### src/design/h2r_pkg.sv
// ----------------------------------------------------------------------------
// h2r_pkg: shared types and constants for the hsv to rgb converter
// Fixed point format, request and result structs, sector codes.
// ----------------------------------------------------------------------------
package h2r_pkg;

	localparam int FRAC_BITS = 16;
	localparam int HUE_W     = FRAC_BITS + 5;
	localparam int UNIT_W    = FRAC_BITS + 1;
	localparam int CH_W      = 8;
	localparam int SEC_W     = 3;
	localparam int QUEUE_DEPTH = 4;

	localparam logic [UNIT_W-1:0] ONE = UNIT_W'(1) << FRAC_BITS;

	// hue sextants
	localparam logic [SEC_W-1:0] SEC_RY = 3'd0;
	localparam logic [SEC_W-1:0] SEC_YG = 3'd1;
	localparam logic [SEC_W-1:0] SEC_GC = 3'd2;
	localparam logic [SEC_W-1:0] SEC_CB = 3'd3;
	localparam logic [SEC_W-1:0] SEC_BM = 3'd4;

	typedef struct packed {
		logic signed [HUE_W-1:0] hue;
		logic [UNIT_W-1:0]       saturation;
		logic [UNIT_W-1:0]       brightness;
	} hsv_t;

	typedef struct packed {
		logic [CH_W-1:0] red;
		logic [CH_W-1:0] green;
		logic [CH_W-1:0] blue;
	} rgb_t;

	// classified request handed from front to back
	typedef struct packed {
		logic [SEC_W-1:0]  sector;
		logic [UNIT_W-1:0] w;
		logic [UNIT_W-1:0] s;
		logic [UNIT_W-1:0] v;
	} cls_t;

endpackage

### src/design/h2r_front.sv
// ----------------------------------------------------------------------------
// h2r_front: request intake and hue classification
// Folds hue into [0, 1), clamps saturation and value, finds the sextant and
// the triangle weight, and registers the classified request.
// ----------------------------------------------------------------------------
module h2r_front (
	input  logic          clk,
	input  logic          arst_n,
	input  logic          hsv_valid,
	output logic          hsv_stall,
	input  h2r_pkg::hsv_t hsv,
	output h2r_pkg::cls_t cls,
	output logic          cls_valid,
	input  logic          cls_ready
);
	import h2r_pkg::*;

	logic                   valid_s1;
	cls_t                   cls_s1;
	logic                   take;
	logic                   wrap;
	logic [FRAC_BITS-1:0]   h;
	logic [FRAC_BITS+2:0]   t;
	logic [UNIT_W-1:0]      r2;
	cls_t                   cls_d;

	assign hsv_stall = valid_s1 && !cls_ready;
	assign take      = hsv_valid && !hsv_stall;

	always_comb begin
		// hue above one folds to one minus its fraction; the other cases keep
		// the low fraction bits, and exactly one lands on zero
		wrap = !hsv.hue[HUE_W-1] && (hsv.hue[HUE_W-2:0] > (HUE_W-1)'(ONE));
		h = wrap ? (~hsv.hue[FRAC_BITS-1:0] + FRAC_BITS'(1)) : hsv.hue[FRAC_BITS-1:0];
		t = ((FRAC_BITS+3)'(h) << 2) + ((FRAC_BITS+3)'(h) << 1);
		r2 = t[FRAC_BITS:0];
		cls_d.sector = t[FRAC_BITS+2:FRAC_BITS];
		cls_d.w = r2[FRAC_BITS] ? UNIT_W'({1'b0, ONE, 1'b0} - {2'b0, r2}) : r2;
		cls_d.s = (hsv.saturation > ONE) ? ONE : hsv.saturation;
		cls_d.v = (hsv.brightness > ONE) ? ONE : hsv.brightness;
	end

	always_ff @(posedge clk or negedge arst_n) begin
		if (!arst_n) begin
			valid_s1 <= 1'b0;
		end else if (!hsv_stall) begin
			valid_s1 <= hsv_valid;
		end
	end

	always_ff @(posedge clk) begin
		if (take) begin
			cls_s1 <= cls_d;
		end
	end

	assign cls       = cls_s1;
	assign cls_valid = valid_s1;

endmodule

### src/design/h2r_queue.sv
// ----------------------------------------------------------------------------
// h2r_queue: short request queue between front and back
// Register based first-in first-out buffer with a fill count.
// ----------------------------------------------------------------------------
module h2r_queue #(
	parameter int DEPTH = h2r_pkg::QUEUE_DEPTH
) (
	input  logic          clk,
	input  logic          arst_n,
	input  h2r_pkg::cls_t wr_data,
	input  logic          wr_valid,
	output logic          wr_ready,
	output h2r_pkg::cls_t rd_data,
	output logic          rd_valid,
	input  logic          rd_ready
);
	import h2r_pkg::*;

	localparam int PTR_W = (DEPTH > 1) ? $clog2(DEPTH) : 1;
	localparam int CNT_W = $clog2(DEPTH + 1);

	cls_t             mem_q [DEPTH];
	logic [PTR_W-1:0] wr_ptr_q;
	logic [PTR_W-1:0] rd_ptr_q;
	logic [CNT_W-1:0] cnt_q;
	logic             push;
	logic             pop;

	assign wr_ready = (cnt_q != CNT_W'(DEPTH));
	assign rd_valid = (cnt_q != '0);
	assign push     = wr_valid && wr_ready;
	assign pop      = rd_valid && rd_ready;
	assign rd_data  = mem_q[rd_ptr_q];

	always_ff @(posedge clk or negedge arst_n) begin
		if (!arst_n) begin
			wr_ptr_q <= '0;
			rd_ptr_q <= '0;
			cnt_q    <= '0;
		end else begin
			if (push) begin
				wr_ptr_q <= (wr_ptr_q == PTR_W'(DEPTH - 1)) ? '0 : wr_ptr_q + PTR_W'(1);
			end
			if (pop) begin
				rd_ptr_q <= (rd_ptr_q == PTR_W'(DEPTH - 1)) ? '0 : rd_ptr_q + PTR_W'(1);
			end
			if (push && !pop) begin
				cnt_q <= cnt_q + CNT_W'(1);
			end else if (pop && !push) begin
				cnt_q <= cnt_q - CNT_W'(1);
			end
		end
	end

	always_ff @(posedge clk) begin
		if (push) begin
			mem_q[wr_ptr_q] <= wr_data;
		end
	end

	a_cnt_bound: assert property (@(posedge clk) disable iff (!arst_n)
		cnt_q <= CNT_W'(DEPTH))
		else $error("queue count above depth");

	a_cnt_up: assert property (@(posedge clk) disable iff (!arst_n)
		push && !pop |=> cnt_q == $past(cnt_q) + CNT_W'(1))
		else $error("queue count missed a push");

	a_ptr_gap: assert property (@(posedge clk) disable iff (!arst_n)
		(cnt_q == '0 || cnt_q == CNT_W'(DEPTH)) |-> wr_ptr_q == rd_ptr_q)
		else $error("queue pointers disagree with count");

endmodule

### src/design/h2r_back.sv
// ----------------------------------------------------------------------------
// h2r_back: color arithmetic pipeline
// Chroma, middle channel and offset, sector ordering and scaling to bytes
// over three registered stages with per-stage flow control.
// ----------------------------------------------------------------------------
module h2r_back (
	input  logic          clk,
	input  logic          arst_n,
	input  h2r_pkg::cls_t cls,
	input  logic          cls_valid,
	output logic          cls_ready,
	output h2r_pkg::rgb_t rgb,
	output logic          rgb_valid,
	input  logic          rgb_stall
);
	import h2r_pkg::*;

	logic                valid_s1, valid_s2, valid_s3;
	logic                rdy1, rdy2, rdy3;
	logic [SEC_W-1:0]    sec_s1, sec_s2;
	logic [UNIT_W-1:0]   c_s1, w_s1, v_s1;
	logic [UNIT_W-1:0]   c_s2, x_s2, m_s2;
	rgb_t                rgb_s3;
	logic [2*UNIT_W-1:0] prod_c, prod_x;
	logic [UNIT_W-1:0]   hi, mid, lo;
	logic [UNIT_W-1:0]   r_val, g_val, b_val;

	function automatic logic [CH_W-1:0] to_byte(input logic [UNIT_W-1:0] val);
		logic [UNIT_W+CH_W-1:0] scaled;
		scaled = ({val, CH_W'(0)}) - (UNIT_W+CH_W)'(val);
		return scaled[FRAC_BITS+CH_W-1:FRAC_BITS];
	endfunction

	assign rdy3      = !valid_s3 || !rgb_stall;
	assign rdy2      = !valid_s2 || rdy3;
	assign rdy1      = !valid_s1 || rdy2;
	assign cls_ready = rdy1;

	assign prod_c = cls.v * cls.s;
	assign prod_x = c_s1 * w_s1;

	always_comb begin
		hi  = c_s2 + m_s2;
		mid = x_s2 + m_s2;
		lo  = m_s2;
		unique case (sec_s2)
			SEC_RY:  begin r_val = hi;  g_val = mid; b_val = lo;  end
			SEC_YG:  begin r_val = mid; g_val = hi;  b_val = lo;  end
			SEC_GC:  begin r_val = lo;  g_val = hi;  b_val = mid; end
			SEC_CB:  begin r_val = lo;  g_val = mid; b_val = hi;  end
			SEC_BM:  begin r_val = mid; g_val = lo;  b_val = hi;  end
			default: begin r_val = hi;  g_val = lo;  b_val = mid; end
		endcase
	end

	always_ff @(posedge clk or negedge arst_n) begin
		if (!arst_n) begin
			valid_s1 <= 1'b0;
			valid_s2 <= 1'b0;
			valid_s3 <= 1'b0;
		end else begin
			if (rdy1) valid_s1 <= cls_valid;
			if (rdy2) valid_s2 <= valid_s1;
			if (rdy3) valid_s3 <= valid_s2;
		end
	end

	always_ff @(posedge clk) begin
		if (rdy1 && cls_valid) begin
			c_s1   <= prod_c[FRAC_BITS+UNIT_W-1:FRAC_BITS];
			w_s1   <= cls.w;
			v_s1   <= cls.v;
			sec_s1 <= cls.sector;
		end
		if (rdy2 && valid_s1) begin
			x_s2   <= prod_x[FRAC_BITS+UNIT_W-1:FRAC_BITS];
			m_s2   <= v_s1 - c_s1;
			c_s2   <= c_s1;
			sec_s2 <= sec_s1;
		end
		if (rdy3 && valid_s2) begin
			rgb_s3.red   <= to_byte(r_val);
			rgb_s3.green <= to_byte(g_val);
			rgb_s3.blue  <= to_byte(b_val);
		end
	end

	assign rgb       = rgb_s3;
	assign rgb_valid = valid_s3;

endmodule

### src/design/hsv_to_rgb_converter.sv
// ----------------------------------------------------------------------------
// hsv_to_rgb_converter: fixed point hsv to 8-bit rgb conversion
// Takes one hue, saturation, value request per clock while hsv_stall is low
// and returns one rgb result per request. Inputs use 16 fraction bits; hue
// is folded into [0, 1) with a hue of exactly one giving red, saturation and
// value clamp at one. Throughput is one request per cycle while no stall
// holds the flow; a result is presented once its request has passed the
// front register, then the queue, then the three back stages, the first two
// back stages holding one 17x17 multiply each. The queue of QUEUE_DEPTH
// entries lets the front keep accepting while the result side stalls, until
// the queue is full.
// ----------------------------------------------------------------------------
module hsv_to_rgb_converter #(
	parameter int QUEUE_DEPTH = h2r_pkg::QUEUE_DEPTH
) (
	input  logic          clk,
	input  logic          arst_n,
	input  logic          hsv_valid,
	output logic          hsv_stall,
	input  h2r_pkg::hsv_t hsv,
	output logic          rgb_valid,
	input  logic          rgb_stall,
	output h2r_pkg::rgb_t rgb
);
	import h2r_pkg::*;

	cls_t front_cls;
	cls_t queue_cls;
	logic front_valid;
	logic front_ready;
	logic queue_valid;
	logic back_ready;

	h2r_front u_front (
		.clk       (clk),
		.arst_n    (arst_n),
		.hsv_valid (hsv_valid),
		.hsv_stall (hsv_stall),
		.hsv       (hsv),
		.cls       (front_cls),
		.cls_valid (front_valid),
		.cls_ready (front_ready)
	);

	h2r_queue #(
		.DEPTH (QUEUE_DEPTH)
	) u_queue (
		.clk      (clk),
		.arst_n   (arst_n),
		.wr_data  (front_cls),
		.wr_valid (front_valid),
		.wr_ready (front_ready),
		.rd_data  (queue_cls),
		.rd_valid (queue_valid),
		.rd_ready (back_ready)
	);

	h2r_back u_back (
		.clk       (clk),
		.arst_n    (arst_n),
		.cls       (queue_cls),
		.cls_valid (queue_valid),
		.cls_ready (back_ready),
		.rgb       (rgb),
		.rgb_valid (rgb_valid),
		.rgb_stall (rgb_stall)
	);

endmodule
### config.mk
export PLATFORM = sky130hd
export DESIGN_NAME = hsv_to_rgb_converter
export DESIGN_NICKNAME = d
export VERILOG_FILES = /design/src/design/h2r_pkg.sv /design/src/design/h2r_front.sv /design/src/design/h2r_queue.sv /design/src/design/h2r_back.sv /design/src/design/hsv_to_rgb_converter.sv
export SDC_FILE = /design/constraint.sdc
export NUM_CORES = 2
export LEC_CHECK = 0
export CORE_ASPECT_RATIO = 1.5
export CORE_UTILIZATION = 30
export DETAILED_ROUTE_END_ITERATION = 10
export DONT_BUFFER_PORTS = 1
export GPL_ROUTABILITY_DRIVEN = 0
export HOLD_SLACK_MARGIN = 0.06
export PLACE_DENSITY_LB_ADDON = 0.25
export SLEW_MARGIN = 20
export SYNTH_ARGS = -nofsm -noshare
export SYNTH_HDL_FRONTEND = slang
export SYNTH_SLANG_ARGS = --single-unit
### constraint.sdc
create_clock -name clk -period 8.9 [get_ports clk]
set_input_delay 0.445 -clock clk [delete_from_list [all_inputs] [get_ports clk]]
set_output_delay 0.445 -clock clk [all_outputs]
set_load 0.01 [all_outputs]
-- Word level (Yosys, flattened, before mapping)
Memories as Yosys holds them, arrays and structs flattened.
Index checks and enable logic that the tools add are counted.
- add/subtract/negate cells: 13
- multipliers: 2
- divide/modulo/power cells: 0
- magnitude comparators: 3
- equal/unequal tests: 7
- shift operators: 0
- muxes and demuxes: 11
- bitwise gates (word level): 1
- reduce and logical (&&, ||, !) cells: 30
- operators by type and width (operator ; number):
    $pmux W17 S2 ; 3
    $sub A24 B17 Y24 ; 3
    $mul A17 B17 Y33 ; 2
    $add A17 B17 Y17 ; 2
    $gt A17 B17 Y1 const B ; 2
    $mux W16 ; 2
    $gt A20 B17 Y1 const B ; 1
    $add A18 B17 Y19 ; 1
    $sub A1 B17 Y17 const A ; 1
    $sub A17 B17 Y17 ; 1
    $add A16 B1 Y16 const B ; 1
    $not A16 Y16 ; 1
    $reduce_or A2 Y1 ; 6
    $logic_and A1 B1 Y1 ; 9
    $logic_not A1 Y1 ; 9
    $eq A3 B2 Y1 const B ; 2
    $mux W3 ; 2
    $add A2 B1 Y2 const B ; 2
    $eq A2 B2 Y1 const B ; 2
    $mux W2 ; 2
    $add A3 B1 Y3 const B ; 1
    $eq A3 B1 Y1 const B ; 1
    $eq A3 B3 Y1 const B ; 1
    $logic_not A3 Y1 ; 1
    other kinds (6) ; 9
- flip-flop bits (word level): 197
- latch bits: 0
- bits in writable memories: 216
- memory bits (read-only): 0
- logic and storage cells: 91
- memories: 1
- memory list (memory ; depth ; bits a word ; read ports ; clocked after memory_dff ; wr ports ; RTL line ; source):
    u_queue.mem_q ; 4 ; 54 ; 1 ; 0 ; 1 ; h2r_queue.sv:22 ; cls_t mem_q [DEPTH];

-- Logic depth before layout (Yosys ltp)
- word-level depth: 8
- depth in mapped cells: 30
- mapped depth without buffers: 27

-- Hierarchy
A second synthesis with hierarchy kept.
- cells, all modules: 3660
- area, all modules: 39088.7 um^2
- modules (own cells, without submodules) (module ; times used ; cells each ; area an instance (um^2) ; seq. area each (um^2)):
    h2r_back ; 1 ; 2955 ; 27010.9 ; 4038.9
    h2r_queue ; 1 ; 319 ; 8225.4 ; 6661.4
    h2r_front ; 1 ; 386 ; 3852.4 ; 1616.6

-- Least setup slack after synthesis
OpenSTA, ideal clock, no wires.
- path type: register to register
- start: register u_queue.rd_ptr_q[0]
- end: register u_back.c_s1[16] (data pin)
- arrival: 7.376 ns
- data required time: 8.640 ns
- path slack: 1.264 ns
- cell stages (with the launch flop): 26
- path buffers: 3
- path through: dfrtp_1 > clkbuf_1 > clkbuf_1 > mux4_2 > clkbuf_1 > nand2_1 > fa_1 > fa_1 > fa_1 > inv_1 > fa_1 > fa_1 > inv_1 > fa_1 > inv_1 > ha_1 > a211oi_1 > nand2_1 > a211oi_1 > o21ai_0 > a221oi_1 > o21ai_0 > a31oi_1 > a21oi_1 > a21oi_1 > xnor2_1
- longest elaborated chain between the ends: 2
- RTL lines (what ; RTL line ; source):
    start, declared ; h2r_queue.sv:24 ; logic [PTR_W-1:0] rd_ptr_q;
    start signal, assigned ; h2r_queue.sv:45 ; rd_ptr_q <= (rd_ptr_q == PTR_W'(DEPTH - 1)) ? '0 : rd_ptr_q + PTR_W'(1);
    $mem_v2 Z4 W54 ; - ;
    $mul A17 B17 Y33 ; h2r_back.sv:39 ; assign prod_c = cls.v * cls.s;
    named net u_back.prod_c[32] ; h2r_back.sv:24 ; logic [2*UNIT_W-1:0] prod_c, prod_x;
    end signal, assigned ; h2r_back.sv:70 ; c_s1 <= prod_c[FRAC_BITS+UNIT_W-1:FRAC_BITS];
    end, declared ; h2r_back.sv:21 ; logic [UNIT_W-1:0] c_s1, w_s1, v_s1;
The timed path passes the listed nets, and every way through them passes these cells.
A chain may end at the register's enable or synchronous reset.

-- Worst setup path after layout
- start: register u_queue.rd_ptr_q[1]
- end: register u_back.c_s1[16] (data pin)
The elaborated chain is that of the path after synthesis.

==> results.json <==
{
  "hp-class": "input pin to register",
  "hp-start": "hsv[19]",
  "final.min_clock_period_ns": 7.878,
  "slew_violations": 0,
  "core_area_um2": 125100,
  "ys_seq_area_frac": 0.3219,
  "routedWlPerCell_um": 18.26,
  "path_clk_slew_ns": 0.06,
  "worst-path-stages": 27,
  "grtUsageTotal": 0.1494,
  "synthCells": 3523,
  "whs_path_depth": 1,
  "area_growth_pct": 9.752,
  "path_common_cell": "inv_1",
  "fillers": 12480,
  "instances_no_fill": 5170,
  "grt_start_max_net_pins": 59,
  "crit_buf_inv": 7,
  "synth_ff_type": "edfxtp_1",
  "async_flop_share": 0.02703,
  "cap_violations": 0,
  "crit_path_max_incr_delay_ns": 0.65,
  "post_cts_resized": 0,
  "syn_nets": 4326,
  "cpMaxStageDelayCell": "o21ai_0",
  "nNetsFinal": 4325,
  "route.detailed.drc": 0,
  "hold_slack_ns": 0.09434,
  "clk_path_buf_depth": 3,
  "grt_pass1_wl_um": 149100,
  "crit_fanout": 38,
  "port_buffers": 0,
  "setup_viol": 0,
  "dp_hpwl_um": 73720,
  "cts_tree": "built",
  "drt_wl_total_um": 94400,
  "crit_family": "adder cells",
  "fin_crit_sh": 0.8852,
  "cp-start-kind": "register",
  "ys_ff_latch": 407,
  "htreeDepth": 2,
  "synth_cell_type_count": 84,
  "grt-ovfl-total": 0,
  "initialDrtViolationCount": 1267,
  "status": "complete, no violations",
  "rr_endpoint": "u_back.c_s1[16]$_DFFE_PP_",
  "fp.dieArea_um2": 127400,
  "maxSlewHeadroom": 0.2580,
  "ff2ff_setup_slack_ns": 1.02,
  "cp.arrival_ns": 8.24,
  "root_buffer": "clkbuf_16",
  "syn_avg_cell_area_um2": 10.73,
  "n_antenna_cell": 0,
  "synth_edf_count": 396,
  "num_io_pins": 85,
  "rows": 159,
  "clock.fmax_ghz": 0.1269,
  "criticalPathCategory": "register to register",
  "holdPathEnd": "u_front.cls[19]$_SDFFCE_PN0P_",
  "start_util": 0.3021,
  "die_w_um": 291.8,
  "yosys_warnings": 0,
  "grt_setup_unrepaired": "false",
  "drtAntennaViolNets": 0,
  "crit_path_end_kind": "register",
  "vias": 24740,
  "tightestPinTransition_ns": 1.103,
  "finClkSkew_ns": 0.03080,
  "antenna_found_initial": 0,
  "tns_ns": 0,
  "r2r-start": "u_queue.rd_ptr_q[1]$_DFFE_PN0P_",
  "clk_latency_ns": 0.62,
  "vias_per_cell": 4.785,
  "die-height_um": 436.7,
  "dp.cells": 5050,
  "numCtsBuffers": 46,
  "cts.sinks": 407,
  "first_pass_iters": 5,
  "grt_pass1_vias": 26930,
  "cts_setup_buffers": 0,
  "final_layout_size_suffix_gt1_frac": 0.05618,
  "reg2regPathDepth": 27,
  "synthesis.area_um2": 37800,
  "hold_viol_final": 0,
  "critPathRequiredTime_ns": 9.27
}
==> area by class of cell <==
type	count	area, µm²	area share
sequential	407	12170	0.2934
tap	1610	2014	0.04856
clock buffer	57	1214	0.02926
clock inverter	29	252.7	0.006093
timing repair buffer	76	668.1	0.01611
multi-input combinational	2381	22870	0.5514
inverter	610	2290	0.05520
==> cell usage after synthesis (9+ instances only) <==
cell type  instances  area share
nand4_1           12      0.0020
edfxtp_1         396        0.31
mux2i_1           15      0.0040
nor2_1           147       0.015
nor2b_1           68       0.011
buf_1             19      0.0019
nand3_1           26      0.0034
xnor2_1           99       0.023
dfrtp_1           11      0.0073
o31ai_1           10      0.0020
a21boi_0          10      0.0020
nor4_1            12      0.0020
o211ai_1          16      0.0032
a21oi_1          116       0.015
o21ai_0           73      0.0097
a31oi_1           12      0.0020
a211oi_1          19      0.0038
mux2_2            13      0.0039
nand2b_1          20      0.0033
fa_1             432        0.23
o21a_1            18      0.0036
nor3_1            48      0.0064
and3_1            16      0.0026
o21bai_1          11      0.0022
xor2_1            42      0.0097
mux4_2            46       0.027
clkbuf_1          95      0.0094
ha_1             312        0.10
a221o_1           10      0.0026
nand2_1          397       0.039
and2_1           209       0.035
a21o_1            33      0.0066
a211o_1            9      0.0021
inv_1            609       0.060
==> how the worst max path moves through the flow <==
stage	endpoint	slack [ns]	start
after floorplan	u_back.c_s1[16]$_DFFE_PP_	1.26	u_queue.rd_ptr_q[0]$_DFFE_PN0P_
after global placement	u_back.c_s1[16]$_DFFE_PP_	0.90	u_queue.rd_ptr_q[1]$_DFFE_PN0P_
after detailed placement	u_back.c_s1[16]$_DFFE_PP_	0.84	u_queue.rd_ptr_q[1]$_DFFE_PN0P_
after CTS	u_back.c_s1[16]$_DFFE_PP_	0.89	u_queue.rd_ptr_q[1]$_DFFE_PN0P_
after global routing	u_back.c_s1[12]$_DFFE_PP_	0.47	u_queue.rd_ptr_q[0]$_DFFE_PN0P_
final	u_back.c_s1[16]$_DFFE_PP_	1.02	u_queue.rd_ptr_q[1]$_DFFE_PN0P_
==> state kept, by name (all words and copies together), names as in the netlist, 16 cells and up <==
register and flops:
u_queue.mem_q 212, u_front.cls 53, u_back.rgb 24, u_back.c_s1 17, u_back.c_s2 17, u_back.lo 17
u_back.v_s1 17, u_back.x_s2 17, u_back.w_s1 16
==> cells in the final DEF, fill, tap and decap left out, types with 20 or more instances in the layout <==
| cell | Yosys | layout |
|---|---|---|
| xnor2_1 | 99 | 99 |
| buf_4 | 4 | 41 |
| a21o_1 | 33 | 33 |
| nor2_1 | 147 | 147 |
| clkbuf_16 | 0 | 47 |
| nand2b_1 | 20 | 20 |
| nor2b_1 | 68 | 67 |
| and2_1 | 209 | 204 |
| xor2_1 | 42 | 42 |
| o21ai_0 | 73 | 73 |
| dlygate4sd3_1 | 0 | 34 |
| ha_1 | 312 | 312 |
| nor3_1 | 48 | 48 |
| edfxtp_1 | 396 | 396 |
| nand2_1 | 397 | 397 |
| inv_1 | 609 | 608 |
| a21oi_1 | 116 | 116 |
| nand3_1 | 26 | 26 |
| mux4_2 | 46 | 46 |
| fa_1 | 432 | 432 |
==> layer usage <==
metal | track usage | vias to the layer above | share of wire
li1 | - | 11620 | -
met1 | 0.1661 | 12570 | 0.40
met2 | 0.2906 | 406 | 0.54
met3 | 0.01627 | 144 | 0.029
met4 | 0.04949 | 0 | 0.031
met5 | 0 | - | 0
==> metrics by stage <==
step	setup WS (ns)	utilization	cell area, µm²
floorplan	1.264	-	37800
global placement	0.8961	0.3171	39680
detailed placement	0.8447	0.3171	39680
CTS	0.8906	0.3315	41480
global route	0.4697	0.3315	41480
finish	1.022	0.3315	41480
==> repair_timing <==
action,in CTS,in global routing
setup endpoints to repair,0,0
hold buffers,34,0
endpoints found under the hold margin,49,0
==> kinds of logic after synthesis <==
group           after synthesis  share of synthesized area
simple gates                989                     0.1267
fa+ha+maj                   744                     0.3321
compound gates              432                    0.07746
buf+inv                     735                    0.07362
xor+xnor                    141                    0.03267
mux                          75                    0.03555
flops                       407                     0.3219
Power is left out: the tool's default activity adds up to more than one toggle a clock period on the data nets, which glitch-free logic cannot reach.
